===== src/design/snng_pkg.sv =====
`timescale 1ns / 1ps
`default_nettype none
// ----------------------------------------------------------------------------
// snng_pkg: shared types and constants of the sector grouping unit
// Field widths, register indexes and reset values, and the control word that
// travels from the front end to the emission engine.
// ----------------------------------------------------------------------------
package snng_pkg;

	localparam int IDX_W     = 6;   // customer_index, group_index, slot_in_group
	localparam int SECTOR_W  = 4;
	localparam int GS_W      = 7;
	localparam int SEC_REG_W = 5;
	localparam int PL_W      = 7;
	localparam int CFG_W     = 7;   // widest register
	localparam int CFG_IDX_W = 2;
	localparam int IN_DIST_W = 32;

	localparam logic [CFG_IDX_W-1:0] CFG_GROUP_SIZE     = 2'd0;
	localparam logic [CFG_IDX_W-1:0] CFG_SECTORS_IN_USE = 2'd1;
	localparam logic [CFG_IDX_W-1:0] CFG_PRIMARY_LIMIT  = 2'd2;

	localparam logic [GS_W-1:0]      GROUP_SIZE_RST     = 7'd8;
	localparam logic [SEC_REG_W-1:0] SECTORS_RST        = 5'd8;
	localparam logic [PL_W-1:0]      PRIMARY_LIMIT_RST  = 7'd2;

	typedef struct packed {
		logic [GS_W-1:0]      group_size;
		logic [SEC_REG_W-1:0] sectors_in_use;
		logic [PL_W-1:0]      primary_limit;
	} cfg_t;

	// Control part of one queued word; the distance travels beside it.
	typedef struct packed {
		logic             store;     // word lands in the customer store
		logic             exclude;
		logic             last;
		logic [IDX_W-1:0] idx;       // store entry assigned by the front end
		logic [SECTOR_W-1:0] sector;
	} item_ctl_t;

endpackage
`default_nettype wire


===== src/design/snng_ram.sv =====
`timescale 1ns / 1ps
`default_nettype none
// ----------------------------------------------------------------------------
// snng_ram: generic single-write, single-read RAM
// One write port and one read port; read data is registered.
// ----------------------------------------------------------------------------
module snng_ram #(
	parameter int WIDTH = 36,
	parameter int DEPTH = 64
) (
	input  wire logic                     clk,
	input  wire logic                     we,
	input  wire logic [$clog2(DEPTH)-1:0] waddr,
	input  wire logic [WIDTH-1:0]         wdata,
	input  wire logic [$clog2(DEPTH)-1:0] raddr,
	output logic      [WIDTH-1:0]         rdata
);

	logic [WIDTH-1:0] mem [DEPTH];

	always_ff @(posedge clk) begin
		if (we) begin
			mem[waddr] <= wdata;
		end
		rdata <= mem[raddr];
	end

endmodule
`default_nettype wire


===== src/design/snng_front.sv =====
`timescale 1ns / 1ps
`default_nettype none
// ----------------------------------------------------------------------------
// snng_front: input front end
// Accepts customer words, trims the distance, assigns store entries and
// marks words beyond the store's depth as dropped.
// ----------------------------------------------------------------------------
module snng_front #(
	parameter int CUSTOMERS  = 64,
	parameter int DIST_WIDTH = 32
) (
	input  wire logic                                  clk,
	input  wire logic                                  arst_n,
	input  wire logic                                  item_valid,
	output logic                                       item_ready,
	input  wire logic [snng_pkg::IN_DIST_W-1:0]        distance,
	input  wire logic [snng_pkg::SECTOR_W-1:0]         sector,
	input  wire logic                                  exclude,
	input  wire logic                                  last_customer,
	output logic                                       push_valid,
	input  wire logic                                  push_ready,
	output snng_pkg::item_ctl_t                        push_ctl,
	output logic      [DIST_WIDTH-1:0]                 push_dist
);
	import snng_pkg::*;

	localparam int LCW = $clog2(CUSTOMERS + 1);

	logic [LCW-1:0] cnt_q;
	logic [63:0]    dist_ext;
	logic           accept;

	assign item_ready = push_ready;
	assign push_valid = item_valid;
	assign accept     = item_valid & push_ready;
	assign dist_ext   = {32'b0, distance};
	assign push_dist  = dist_ext[DIST_WIDTH-1:0];

	always_comb begin
		push_ctl.store   = (cnt_q < LCW'(CUSTOMERS));
		push_ctl.exclude = exclude;
		push_ctl.last    = last_customer;
		push_ctl.idx     = IDX_W'(cnt_q);
		push_ctl.sector  = sector;
	end

	// Entry counter restarts after each last word.
	always_ff @(posedge clk or negedge arst_n) begin
		if (!arst_n) begin
			cnt_q <= '0;
		end else if (accept) begin
			if (last_customer) begin
				cnt_q <= '0;
			end else if (cnt_q < LCW'(CUSTOMERS)) begin
				cnt_q <= cnt_q + 1'b1;
			end
		end
	end

endmodule
`default_nettype wire


===== src/design/snng_queue.sv =====
`timescale 1ns / 1ps
`default_nettype none
// ----------------------------------------------------------------------------
// snng_queue: two-entry word queue
// Decouples the front end from the emission engine.
// ----------------------------------------------------------------------------
module snng_queue #(
	parameter int WIDTH = 43
) (
	input  wire logic             clk,
	input  wire logic             arst_n,
	input  wire logic             wr_valid,
	output logic                  wr_ready,
	input  wire logic [WIDTH-1:0] wr_data,
	output logic                  rd_valid,
	input  wire logic             rd_ready,
	output logic      [WIDTH-1:0] rd_data
);

	logic [WIDTH-1:0] slot_q [2];
	logic             wptr_q;
	logic             rptr_q;
	logic [1:0]       cnt_q;
	logic             push;
	logic             pop;

	assign wr_ready = (cnt_q != 2'd2);
	assign rd_valid = (cnt_q != 2'd0);
	assign rd_data  = slot_q[rptr_q];
	assign push     = wr_valid & wr_ready;
	assign pop      = rd_valid & rd_ready;

	always_ff @(posedge clk) begin
		if (push) begin
			slot_q[wptr_q] <= wr_data;
		end
	end

	always_ff @(posedge clk or negedge arst_n) begin
		if (!arst_n) begin
			wptr_q <= 1'b0;
			rptr_q <= 1'b0;
			cnt_q  <= 2'd0;
		end else begin
			if (push) begin
				wptr_q <= ~wptr_q;
			end
			if (pop) begin
				rptr_q <= ~rptr_q;
			end
			cnt_q <= cnt_q + {1'b0, push} - {1'b0, pop};
		end
	end

endmodule
`default_nettype wire


===== src/design/snng_back.sv =====
`timescale 1ns / 1ps
`default_nettype none
// ----------------------------------------------------------------------------
// snng_back: customer store and emission engine
// Stores queued words; on the last word, picks sector leaders and then the
// nearest unused customers, one full store scan per pick.
// ----------------------------------------------------------------------------
module snng_back #(
	parameter int CUSTOMERS  = 64,
	parameter int DIST_WIDTH = 32
) (
	input  wire logic                              clk,
	input  wire logic                              arst_n,
	input  wire snng_pkg::cfg_t                    cfg,
	input  wire logic                              q_valid,
	output logic                                   q_ready,
	input  wire snng_pkg::item_ctl_t               q_ctl,
	input  wire logic [DIST_WIDTH-1:0]             q_dist,
	output logic                                   result_valid,
	input  wire logic                              result_ready,
	output logic      [snng_pkg::IDX_W-1:0]        customer_index,
	output logic      [snng_pkg::IDX_W-1:0]        group_index,
	output logic      [snng_pkg::IDX_W-1:0]        slot_in_group,
	output logic                                   primary,
	output logic                                   last_result
);
	import snng_pkg::*;

	localparam int AW  = $clog2(CUSTOMERS);
	localparam int LCW = $clog2(CUSTOMERS + 1);
	localparam int RW  = DIST_WIDTH + SECTOR_W;

	typedef enum logic [3:0] {
		ST_LOAD  = 4'b0001,
		ST_START = 4'b0010,
		ST_SCAN  = 4'b0100,
		ST_PICK  = 4'b1000
	} state_t;

	state_t                 state_q;
	logic [LCW-1:0]         load_cnt_q;
	logic [LCW-1:0]         nbr_q;
	logic [CUSTOMERS-1:0]   used_q;
	logic [LCW-1:0]         placed_q;
	logic [GS_W-1:0]        slot_q;
	logic [IDX_W-1:0]       grp_q;
	logic                   sec_mode_q;
	logic [SEC_REG_W-1:0]   sec_q;
	logic [LCW-1:0]         idx_q;
	logic                   rd_v_s1;
	logic [AW-1:0]          rd_idx_s1;
	logic                   found_q;
	logic [DIST_WIDTH-1:0]  best_d_q;
	logic [AW-1:0]          best_idx_q;
	logic                   result_valid_q;

	logic                   q_pop;
	logic                   ram_we;
	logic [RW-1:0]          ram_rdata;
	logic [DIST_WIDTH-1:0]  rd_dist;
	logic [SECTOR_W-1:0]    rd_sec;
	logic                   issue;
	logic                   hit;
	logic                   scan_done;
	logic                   out_free;
	logic [GS_W-1:0]        gs;
	logic                   do_pick;
	logic                   step;
	logic [LCW-1:0]         placed_nx;
	logic                   all_done;
	logic [7:0]             first_size;
	logic                   sec_ok;

	snng_ram #(
		.WIDTH (RW),
		.DEPTH (CUSTOMERS)
	) u_store (
		.clk   (clk),
		.we    (ram_we),
		.waddr (q_ctl.idx[AW-1:0]),
		.wdata ({q_ctl.sector, q_dist}),
		.raddr (idx_q[AW-1:0]),
		.rdata (ram_rdata)
	);

	assign q_ready   = (state_q == ST_LOAD);
	assign q_pop     = q_valid & q_ready;
	assign ram_we    = q_pop & q_ctl.store;
	assign rd_dist   = ram_rdata[DIST_WIDTH-1:0];
	assign rd_sec    = ram_rdata[RW-1:DIST_WIDTH];
	assign issue     = (state_q == ST_SCAN) && (idx_q < load_cnt_q);
	assign scan_done = (state_q == ST_SCAN) && !issue && !rd_v_s1;
	assign out_free  = !result_valid_q || result_ready;
	assign gs        = (cfg.group_size == '0) ? GS_W'(1) : cfg.group_size;
	assign do_pick   = (state_q == ST_PICK) && found_q && out_free;
	assign step      = (state_q == ST_PICK) && (!found_q || out_free);
	assign placed_nx = placed_q + LCW'(found_q);
	assign all_done  = (placed_nx == nbr_q);

	// Candidate test on the word read last cycle; strict less keeps the lowest index.
	assign hit = rd_v_s1 && !used_q[rd_idx_s1]
		&& (!sec_mode_q || ({1'b0, rd_sec} == sec_q))
		&& (!found_q || (rd_dist < best_d_q));

	always_comb begin
		first_size = (8'(nbr_q) < 8'(gs)) ? 8'(nbr_q) : 8'(gs);
		sec_ok     = (cfg.sectors_in_use != '0) && (8'(cfg.sectors_in_use) <= first_size);
	end

	always_ff @(posedge clk or negedge arst_n) begin
		if (!arst_n) begin
			state_q        <= ST_LOAD;
			load_cnt_q     <= '0;
			nbr_q          <= '0;
			used_q         <= '0;
			placed_q       <= '0;
			slot_q         <= '0;
			grp_q          <= '0;
			sec_mode_q     <= 1'b0;
			sec_q          <= '0;
			idx_q          <= '0;
			rd_v_s1        <= 1'b0;
			found_q        <= 1'b0;
			result_valid_q <= 1'b0;
		end else begin
			rd_v_s1 <= issue;
			if (do_pick) begin
				result_valid_q <= 1'b1;
			end else if (result_ready) begin
				result_valid_q <= 1'b0;
			end
			case (state_q)
				ST_LOAD: begin
					if (q_pop) begin
						if (q_ctl.store) begin
							load_cnt_q             <= load_cnt_q + 1'b1;
							used_q[q_ctl.idx[AW-1:0]] <= q_ctl.exclude;
							if (!q_ctl.exclude) begin
								nbr_q <= nbr_q + 1'b1;
							end
						end
						if (q_ctl.last) begin
							state_q <= ST_START;
						end
					end
				end
				ST_START: begin
					placed_q <= '0;
					slot_q   <= '0;
					grp_q    <= '0;
					sec_q    <= '0;
					idx_q    <= '0;
					found_q  <= 1'b0;
					if (nbr_q == '0) begin
						used_q     <= '0;
						load_cnt_q <= '0;
						state_q    <= ST_LOAD;
					end else begin
						sec_mode_q <= sec_ok;
						state_q    <= ST_SCAN;
					end
				end
				ST_SCAN: begin
					if (issue) begin
						idx_q <= idx_q + 1'b1;
					end
					if (hit) begin
						found_q <= 1'b1;
					end
					if (scan_done) begin
						state_q <= ST_PICK;
					end
				end
				ST_PICK: begin
					if (step) begin
						if (found_q) begin
							if (!all_done) begin
								used_q[best_idx_q] <= 1'b1;
							end
							placed_q           <= placed_nx;
							if (slot_q == gs - 1'b1) begin
								slot_q <= '0;
								grp_q  <= grp_q + 1'b1;
							end else begin
								slot_q <= slot_q + 1'b1;
							end
						end
						if (sec_mode_q) begin
							sec_q <= sec_q + 1'b1;
							if (sec_q + 1'b1 == cfg.sectors_in_use) begin
								sec_mode_q <= 1'b0;
							end
						end
						idx_q   <= '0;
						found_q <= 1'b0;
						if (all_done) begin
							used_q     <= '0;
							load_cnt_q <= '0;
							nbr_q      <= '0;
							state_q    <= ST_LOAD;
						end else begin
							state_q <= ST_SCAN;
						end
					end
				end
				default: begin
					state_q <= ST_LOAD;
				end
			endcase
		end
	end

	// Scan payload and result word.
	always_ff @(posedge clk) begin
		rd_idx_s1 <= idx_q[AW-1:0];
		if (hit) begin
			best_d_q   <= rd_dist;
			best_idx_q <= rd_idx_s1;
		end
		if (do_pick) begin
			customer_index <= IDX_W'(best_idx_q);
			group_index    <= grp_q;
			slot_in_group  <= slot_q[IDX_W-1:0];
			primary        <= ({1'b0, grp_q} < cfg.primary_limit);
			last_result    <= all_done;
		end
	end

	assign result_valid = result_valid_q;

	a_placed_bound: assert property (@(posedge clk) disable iff (!arst_n)
		((state_q == ST_SCAN) || (state_q == ST_PICK)) |-> (placed_q <= nbr_q))
		else $error("placed count ran past neighbor count");

	a_nbr_bound: assert property (@(posedge clk) disable iff (!arst_n)
		nbr_q <= load_cnt_q)
		else $error("neighbor count exceeds load count");

	a_pick_unused: assert property (@(posedge clk) disable iff (!arst_n)
		(state_q == ST_PICK) && found_q |-> !used_q[best_idx_q])
		else $error("picked a customer already used");

	a_slot_range: assert property (@(posedge clk) disable iff (!arst_n)
		(state_q == ST_SCAN) |-> (slot_q < gs))
		else $error("slot index out of group range");

endmodule
`default_nettype wire


===== src/design/sector_nearest_neighbor_grouping_unit.sv =====
`timescale 1ns / 1ps
`default_nettype none
// ----------------------------------------------------------------------------
// sector_nearest_neighbor_grouping_unit: sector-seeded nearest-customer grouping
// Loads customers one word at a time and, on the last one, emits every
// stored, non-excluded customer in groups, sector leaders first when they fit.
// ----------------------------------------------------------------------------
//  channel   handshake                    payload
//  -------   --------------------------   -----------------------------------------
//  item      item_valid / item_ready      distance, sector, exclude, last_customer
//  result    result_valid / result_ready  customer_index, group_index,
//                                         slot_in_group, primary, last_result
//  config    cfg_wen (no wait)            cfg_idx, cfg_wdata
//
//  A loaded word passes the front end combinationally and is registered in
//  the two-entry queue. Each emitted word costs one scan of the store, set
//  by the single read port of the customer store; a sector with no customer
//  costs a scan without a result. Reset clears counters, used flags and
//  valid state; the store needs none. A stalled result port holds the engine
//  at its next pick; meanwhile the queue takes up to two words of the next
//  load and then holds item_ready low.
// ----------------------------------------------------------------------------
module sector_nearest_neighbor_grouping_unit #(
	parameter int CUSTOMERS  = 64,
	parameter int DIST_WIDTH = 32
) (
	input  wire logic                              clk,
	input  wire logic                              arst_n,
	input  wire logic                              item_valid,
	output logic                                   item_ready,
	input  wire logic [snng_pkg::IN_DIST_W-1:0]    distance,
	input  wire logic [snng_pkg::SECTOR_W-1:0]     sector,
	input  wire logic                              exclude,
	input  wire logic                              last_customer,
	output logic                                   result_valid,
	input  wire logic                              result_ready,
	output logic      [snng_pkg::IDX_W-1:0]        customer_index,
	output logic      [snng_pkg::IDX_W-1:0]        group_index,
	output logic      [snng_pkg::IDX_W-1:0]        slot_in_group,
	output logic                                   primary,
	output logic                                   last_result,
	input  wire logic                              cfg_wen,
	input  wire logic [snng_pkg::CFG_IDX_W-1:0]    cfg_idx,
	input  wire logic [snng_pkg::CFG_W-1:0]        cfg_wdata
);
	import snng_pkg::*;

	localparam int QW = $bits(item_ctl_t) + DIST_WIDTH;

	cfg_t                  cfg_q;
	logic                  push_valid;
	logic                  push_ready;
	item_ctl_t             push_ctl;
	logic [DIST_WIDTH-1:0] push_dist;
	logic                  pop_valid;
	logic                  pop_ready;
	logic [QW-1:0]         pop_data;
	item_ctl_t             pop_ctl;
	logic [DIST_WIDTH-1:0] pop_dist;

	// Register file: index beyond the list is ignored.
	always_ff @(posedge clk or negedge arst_n) begin
		if (!arst_n) begin
			cfg_q.group_size     <= GROUP_SIZE_RST;
			cfg_q.sectors_in_use <= SECTORS_RST;
			cfg_q.primary_limit  <= PRIMARY_LIMIT_RST;
		end else if (cfg_wen) begin
			case (cfg_idx)
				CFG_GROUP_SIZE:     cfg_q.group_size     <= cfg_wdata[GS_W-1:0];
				CFG_SECTORS_IN_USE: cfg_q.sectors_in_use <= cfg_wdata[SEC_REG_W-1:0];
				CFG_PRIMARY_LIMIT:  cfg_q.primary_limit  <= cfg_wdata[PL_W-1:0];
				default: begin
				end
			endcase
		end
	end

	// Front end: take words, assign store entries, mark overflow drops.
	snng_front #(
		.CUSTOMERS  (CUSTOMERS),
		.DIST_WIDTH (DIST_WIDTH)
	) u_front (
		.clk           (clk),
		.arst_n        (arst_n),
		.item_valid    (item_valid),
		.item_ready    (item_ready),
		.distance      (distance),
		.sector        (sector),
		.exclude       (exclude),
		.last_customer (last_customer),
		.push_valid    (push_valid),
		.push_ready    (push_ready),
		.push_ctl      (push_ctl),
		.push_dist     (push_dist)
	);

	// Queue between the two halves so either side can stall alone.
	snng_queue #(
		.WIDTH (QW)
	) u_queue (
		.clk      (clk),
		.arst_n   (arst_n),
		.wr_valid (push_valid),
		.wr_ready (push_ready),
		.wr_data  ({push_ctl, push_dist}),
		.rd_valid (pop_valid),
		.rd_ready (pop_ready),
		.rd_data  (pop_data)
	);

	assign pop_ctl  = pop_data[QW-1:DIST_WIDTH];
	assign pop_dist = pop_data[DIST_WIDTH-1:0];

	// Back end: store, scan, pick, emit.
	snng_back #(
		.CUSTOMERS  (CUSTOMERS),
		.DIST_WIDTH (DIST_WIDTH)
	) u_back (
		.clk            (clk),
		.arst_n         (arst_n),
		.cfg            (cfg_q),
		.q_valid        (pop_valid),
		.q_ready        (pop_ready),
		.q_ctl          (pop_ctl),
		.q_dist         (pop_dist),
		.result_valid   (result_valid),
		.result_ready   (result_ready),
		.customer_index (customer_index),
		.group_index    (group_index),
		.slot_in_group  (slot_in_group),
		.primary        (primary),
		.last_result    (last_result)
	);

endmodule
`default_nettype wire

===== config.mk =====
export PLATFORM = sky130hd
export DESIGN_NAME = sector_nearest_neighbor_grouping_unit
export DESIGN_NICKNAME = d
export VERILOG_FILES = /design/src/design/snng_pkg.sv /design/src/design/snng_ram.sv /design/src/design/snng_front.sv /design/src/design/snng_queue.sv /design/src/design/snng_back.sv /design/src/design/sector_nearest_neighbor_grouping_unit.sv
export SDC_FILE = /design/constraint.sdc
export NUM_CORES = 2
export LEC_CHECK = 0
export ABC_AREA = 1
export BUFFER_PORTS_ARGS = -buffer_cell sky130_fd_sc_hd__buf_2
export CAP_MARGIN = 15
export CORE_UTILIZATION = 39
export CTS_CLUSTER_DIAMETER = 60
export DETAILED_ROUTE_END_ITERATION = 10
export PLACE_DENSITY = 0.5
export SKIP_LAST_GASP = 1
export SLEW_MARGIN = 20
export SYNTH_ARGS = -nofsm -noshare
export SYNTH_HDL_FRONTEND = slang
export SYNTH_SLANG_ARGS = --single-unit

===== constraint.sdc =====
create_clock -name clk -period 9.56 [get_ports clk]
set_input_delay 0.956 -clock clk [delete_from_list [all_inputs] [get_ports clk]]
set_output_delay 0.956 -clock clk [all_outputs]
set_load 0.01 [all_outputs]

Word-level counts from Yosys, hierarchy flattened
Memory sizes are Yosys's and may differ from the RTL's. A register that Yosys moved wholly into a read port is not among the register bits.
Cells that the tools add are included.

word-level totals
  bits in latches = 0
  memories = 2
  register bits after elaboration = 212
  ROM bits = 0
  output and inout bits = 22
  memory bits (writable) = 2,394
  word-level logic and storage cells = 197
  input bits = 52

cells by class
  add/sub/neg operators = 11
  shift-type cells = 0
  equality and inequality tests = 26
  $lt $le $gt $ge = 11
  multiply operators = 0
  mux-type cells = 66
  div/mod/pow operators = 0
  reduce and logical (&&, ||, !) cells = 47
  bitwise logic cells = 6

memory list
  memory              words  bits a word  rd ports  clocked after memory_dff  wr ports  RTL line          text
  u_back.u_store.mem  64     36           1         1                         1         snng_ram.sv:19    logic [WIDTH-1:0] mem [DEPTH];
  u_queue.slot_q      2      45           1         0                         1         snng_queue.sv:20  logic [WIDTH-1:0] slot_q [2];

operator list
  cell                 count
  $mux 64              6
  $pmux 64 s3          1
  $mux 7               19
  $bwmux 64            1
  $or 64x64->64        1
  $pmux 7 s2           3
  $pmux 7 s3           2
  $add 7x1->7 const B  5
  $lt 32x32->1         1
  $lt 6x7->1 const B   3
  $mux 6               3
  $reduce_and 6->1     3
  $mux 4               4
  $ne 2x1->1 const B   8
  $pmux 4 s4           1
  $mux 1               15
  $reduce_and 3->1     5
  $eq 7x7->1           2
  $logic_not 7->1      2
  $lt 7x7->1           2
  $ne 2x2->1 const B   7
  $demux 1 s6          2
  $ge 6x1->1 const B   2
  $logic_and 1x1->1    12
  other kinds (35)     57

Depth between registers and ports, before layout
  depth in word-level cells = 9
  depth in mapped cells = 21
  depth with buffers taken out = 20

Modules after synthesis
Synthesis repeated with hierarchy kept, for this count alone.

unflattened totals
  cell total of the unflattened synthesis = 9,599
  area total of the unflattened synthesis = 109,791.5 µm²

by module, submodules not included
  module                                 cells an instance  area each (µm²)  seq. area each (µm²)  instances
  snng_ram                               7,599              93,008.0         69,907.0              1
  snng_back                              1,552              11,685.0         4,815.9               1
  snng_queue                             266                3,528.4          2,802.7               1
  sector_nearest_neighbor_grouping_unit  86                 822.0            479.2                 1
  snng_front                             96                 748.2            175.2                 1

Worst setup path after synthesis
Ideal clock, no wire load.

  kind = register -> register
  start = register, netlist name u_back.found_q
  end = memory u_back.u_store.mem[10][0], enable pin
  setup slack = 5.576 ns
  data arrival time = 3.554 ns
  cell stages (with the launch flop) = 16
  cell sequence = dfrtp_1 -> ha_1 -> ha_1 -> xnor2_1 -> nand2_1 -> nor2_1 -> nand2_1 -> nor2_1 -> nand3_1 -> nand2_1 -> nand2_2 -> inv_2 -> nand2_1 -> buf_6 -> buf_6 -> nor2_1

RTL lines
  what           RTL line
  end, declared  snng_ram.sv:19

==> reports/summary.md <==
Clock-pin slew was measured on the worst setup and hold paths at 50 ps. Yosys attributes the largest share of cell area to sky130_fd_sc_hd__edfxtp_1, sky130_fd_sc_hd__o21ai_0, sky130_fd_sc_hd__nor2_1, sky130_fd_sc_hd__dfrtp_1, sky130_fd_sc_hd__nand2_1. The portion of the clock cycle consumed by the worst path in the final layout was 0.5123. The tools report the share of synthesized area occupied by flip-flops and latches as 0.7311. The initial DRC count was 8477. The Yosys step of the flow raised 0 warnings.

Yosys mapped a number of flops with a built-in enable equal to 2452. For the worst setup path, the data required time is 10040 ps. The highest fanout seen on the critical path was 68; the sum of overflow across all layers after global routing was 0.

For the number of global-route vias before repair, the log shows 66070. The total I/O pin count was 74. In this run the post-CTS setup repair buffer count came out at 0. In the synthesized netlist the dominant register cell turns out to be sky130_fd_sc_hd__edfxtp_1. At the end of routability-driven placement, the weighted congestion stood at 0.8931.

The worst-case IR drop observed on VDD is 0.0002365 V. Of all cell types, the one taking the most synthesized area is sky130_fd_sc_hd__edfxtp_1. X dimension of the die: 525.6 um. The worst setup path is of the flip-flop to flip-flop kind. After detailed routing, the number of remaining DRC violations is 0. For the power spent charging and discharging nets, the log shows 11480 uW.

Setup violations remaining at the end of the flow were counted as 0. The critical path ends at u_back.u_store.mem[7][8]. The count of buffers added on input and output ports is 73. By count the netlist is led by sky130_fd_sc_hd__edfxtp_1, sky130_fd_sc_hd__nor2_1, sky130_fd_sc_hd__o21ai_0. The switching power share of the total came out at 0.3380. The setup skew after layout came out at 72.28 ps.

After layout, the minimum clock period comes to 4898 ps. The run gives 0.2207 as the worst slew margin relative to its limit. Share of cells above drive strength 1: 0.09040.

The run gives 4660 ps as the worst-case register-to-register setup slack. The worst hold path belongs to the class primary input to async pin. The fraction of synthesized cell area taken by the top area cell type is 0.6886. Tracing the worst setup path back leads to its startpoint at u_back.found_q. The total clock buffers created by CTS was 300; the worst hold-check slack was 130.7 ps. The synthesized netlist contains 46 unique library cells. The number of antenna violations at the first check in global routing is 26, and the count of clock tree sinks is 2642. The logs give 0.04097 uW for the total leakage power and 0 for the number of maximum-capacitance violations. Setup repair after global routing left no endpoint under its margin.

The maximum buffer depth of the clock tree was 4; the routed length per placed instance was 28.41 um. The tools report the type of destination of the critical path as a flip-flop. The core region area came out at 271700 um^2. The setup TNS was 0 ps. Cell internal power was estimated by the tool at 22490 uW. The relative area change from synthesis to final layout came out at 13.43%. Synthesis produced 8624 cells. The tools report the startpoint of the worst-slack reg-to-reg timing path as u_back.found_q. Post-CTS repair changed the size of 0 cells. The tools report the achievable frequency as 204.2 MHz. End of the worst register-to-register path: u_back.u_store.mem[7][8]. The mean area per synthesized cell was 12.40 um^2.

The slew at the pin with the worst max-slew slack was 1169 ps. The post-detailed-route count of antenna-violating nets is 0, and the post-layout net count is 8742. Clock latency on the worst-skew pair, taken at its later pin, is 890 ps. Startpoint type of the worst setup path: a flip-flop.

The wire-length estimate of the detail-placed layout is 208300 um. For this run, the detailed router's first-pass iteration total came to 9. Data on the critical path arrives at its endpoint at 5380 ps.

The run gives 0 as the hold violation count in the final report. TritonCTS built the clock tree. The share of flip-flops with an asynchronous set or reset came out at 0.05602. The die is 525.6 um tall. The part of the total power dissipated in the clock network is 0.330. The number of pins exceeding their max-slew limit in the final report came out at 0. Among all cell types in the netlist, the one instantiated most often is sky130_fd_sc_hd__edfxtp_1. The depth of the worst register-to-register path was 18; the overall die area was 276300 um^2. The number of nets handed over by synthesis was 8742. Sequential power share: 0.440. Summing every instance area after synthesis gives 106900 um^2. The first global-routing pass estimated 497300 um of wire.

Entering global routing, the biggest net connects 168 pins. After floorplanning, the core was divided into 191 placement rows. Hold repair after CTS inserted 0 buffers.

The logs give 0.2491 for the overall global routing resource usage and 0.230 for the combinational share of power. The tools report the via total after detailed routing as 71190. Power spread over the standard cell area amounts to 280.1 nW/um^2.

In this run the number of H-tree levels came out at 5. After detailed routing, the total wire length is 353300 um. The cell sitting at the root of the clock tree is a sky130_fd_sc_hd__clkbuf_16. The tools report the effective utilization at floorplan as 0.3935. Dividing the detail-routed via count by the number of cells gives 5.726. The run finished with clean final reports.

The number of synthesized register bits was 2642.
==> layer usage <==
metal  global-route usage  up-vias  part of all wire
li1                     -    31560                 -
met1               0.3613    36090              0.43
met2               0.3822     3030              0.45
met3              0.04122      509             0.081
met4              0.07658        6             0.033
met5                    0        -           0.00013
==> logic make-up after synthesis <==
| kind of cell | synth area share |
|---|---|
| AOI/OAI and AO/OA | 0.1113 |
| xor gates and xnor gates | 0.003112 |
| adders and majority gates | 0.007722 |
| buffers and inverters | 0.03032 |
| DFF | 0.7311 |
| muxes | 0.004072 |
| and+or+nand+nor | 0.1124 |
==> state kept, by name (all words and copies together), names as in the netlist, 2 cells and up, named ones only <==
name                   count
cfg_q                     19
u_back.best_d_q           32
u_back.best_idx_q          6
u_back.customer_index      6
u_back.group_index         6
u_back.grp_q               6
u_back.idx_q               7
u_back.load_cnt_q          7
u_back.nbr_q               7
u_back.placed_q            7
u_back.rd_idx_s1           6
u_back.sec_q               5
u_back.slot_in_group       6
u_back.slot_q              7
u_back.state_q             4
u_back.u_store.mem      2304
u_back.u_store.rdata      36
u_front.cnt_q              7
u_queue.cnt_q              2
u_queue.slot_q            90
==> cells in the final DEF, fill, tap and decap left out, drive strengths merged, types with 113 or more instances in the layout <==
cell type	instances
edfxtp	2452
nor2	1452
o21ai	1242
nand2	958
nand3	486
clkbuf	375
o22ai	349
inv	250
buf	249
o221ai	147
dfrtp	144
o211ai	140
clkinv	113
==> worst max-delay path: stages (launching register included) <==
cell                      delay, ps
sky130_fd_sc_hd__dfrtp_1        440
sky130_fd_sc_hd__ha_1           260
sky130_fd_sc_hd__ha_1           230
sky130_fd_sc_hd__nand2_1        100
sky130_fd_sc_hd__nand2_1         90
sky130_fd_sc_hd__nand2_1         70
sky130_fd_sc_hd__nand2_1         50
sky130_fd_sc_hd__nor2_1         110
sky130_fd_sc_hd__nand2_1         80
sky130_fd_sc_hd__nor2_1         140
sky130_fd_sc_hd__nand3_2        100
sky130_fd_sc_hd__buf_4          380
sky130_fd_sc_hd__nand2_1        210
sky130_fd_sc_hd__nand2_2        120
sky130_fd_sc_hd__inv_2          200
sky130_fd_sc_hd__nand2_4        320
sky130_fd_sc_hd__buf_4          480
sky130_fd_sc_hd__nor2_4         560
sky130_fd_sc_hd__buf_4          450
==> final cells by class <==
cell class	count	area, um^2
Multi-Input combinational cell	5192	26090
Clock buffer	375	7913
Timing Repair Buffer	249	2120
Sequential cell	2642	78190
Fill cell	24560	150400
Antenna cell	13	32.53
Clock inverter	153	1550
Tap cell	3570	4467
Inverter	239	927.1
==> power groups by stage <==
stage | logic [uW] | clock network [uW] | registers (uW)
after detailed placement | 7770 | 0 | 15200
after global routing | 8240 | 11800 | 15000
after floorplan | 3990 | 0 | 15000
final | 7810 | 11200 | 14900
after CTS | 7780 | 11400 | 14900
after global placement | 7650 | 0 | 15200
==> worst min-delay path by stage <==
stage / from / endpoint / slack (ps)
2_1_floorplan: u_back.idx_q[0] / u_back.rd_idx_s1[0] / 370
3_3_place_gp: u_back.u_store.rdata[6] / u_back.best_d_q[6] / 420
3_5_place_dp: u_back.u_store.rdata[19] / u_back.best_d_q[19] / 430
4_1_cts: arst_n / cfg_q[6] / 120
5_1_grt: arst_n / cfg_q[6] / 150
6_report: arst_n / cfg_q[6] / 130
==> through the flow <==
| stage | setup slack, ps | instance area, um^2 | power, uW | std cells | utilization |
|---|---|---|---|---|---|
| floorplan | 5576 | 106900 | 19000 | 8624 | - |
| global placement | 4504 | 111400 | 22820 | 11880 | 0.4102 |
| detailed placement | 4605 | 111700 | 22940 | 11890 | 0.4112 |
| CTS | 4586 | 121200 | 34110 | 12420 | 0.4460 |
| global route | 4363 | 121300 | 35030 | 12420 | 0.4463 |
| finish | 4662 | 121300 | 33980 | 12430 | 0.4464 |
No activity file was read; power rests on OpenSTA's default activity.
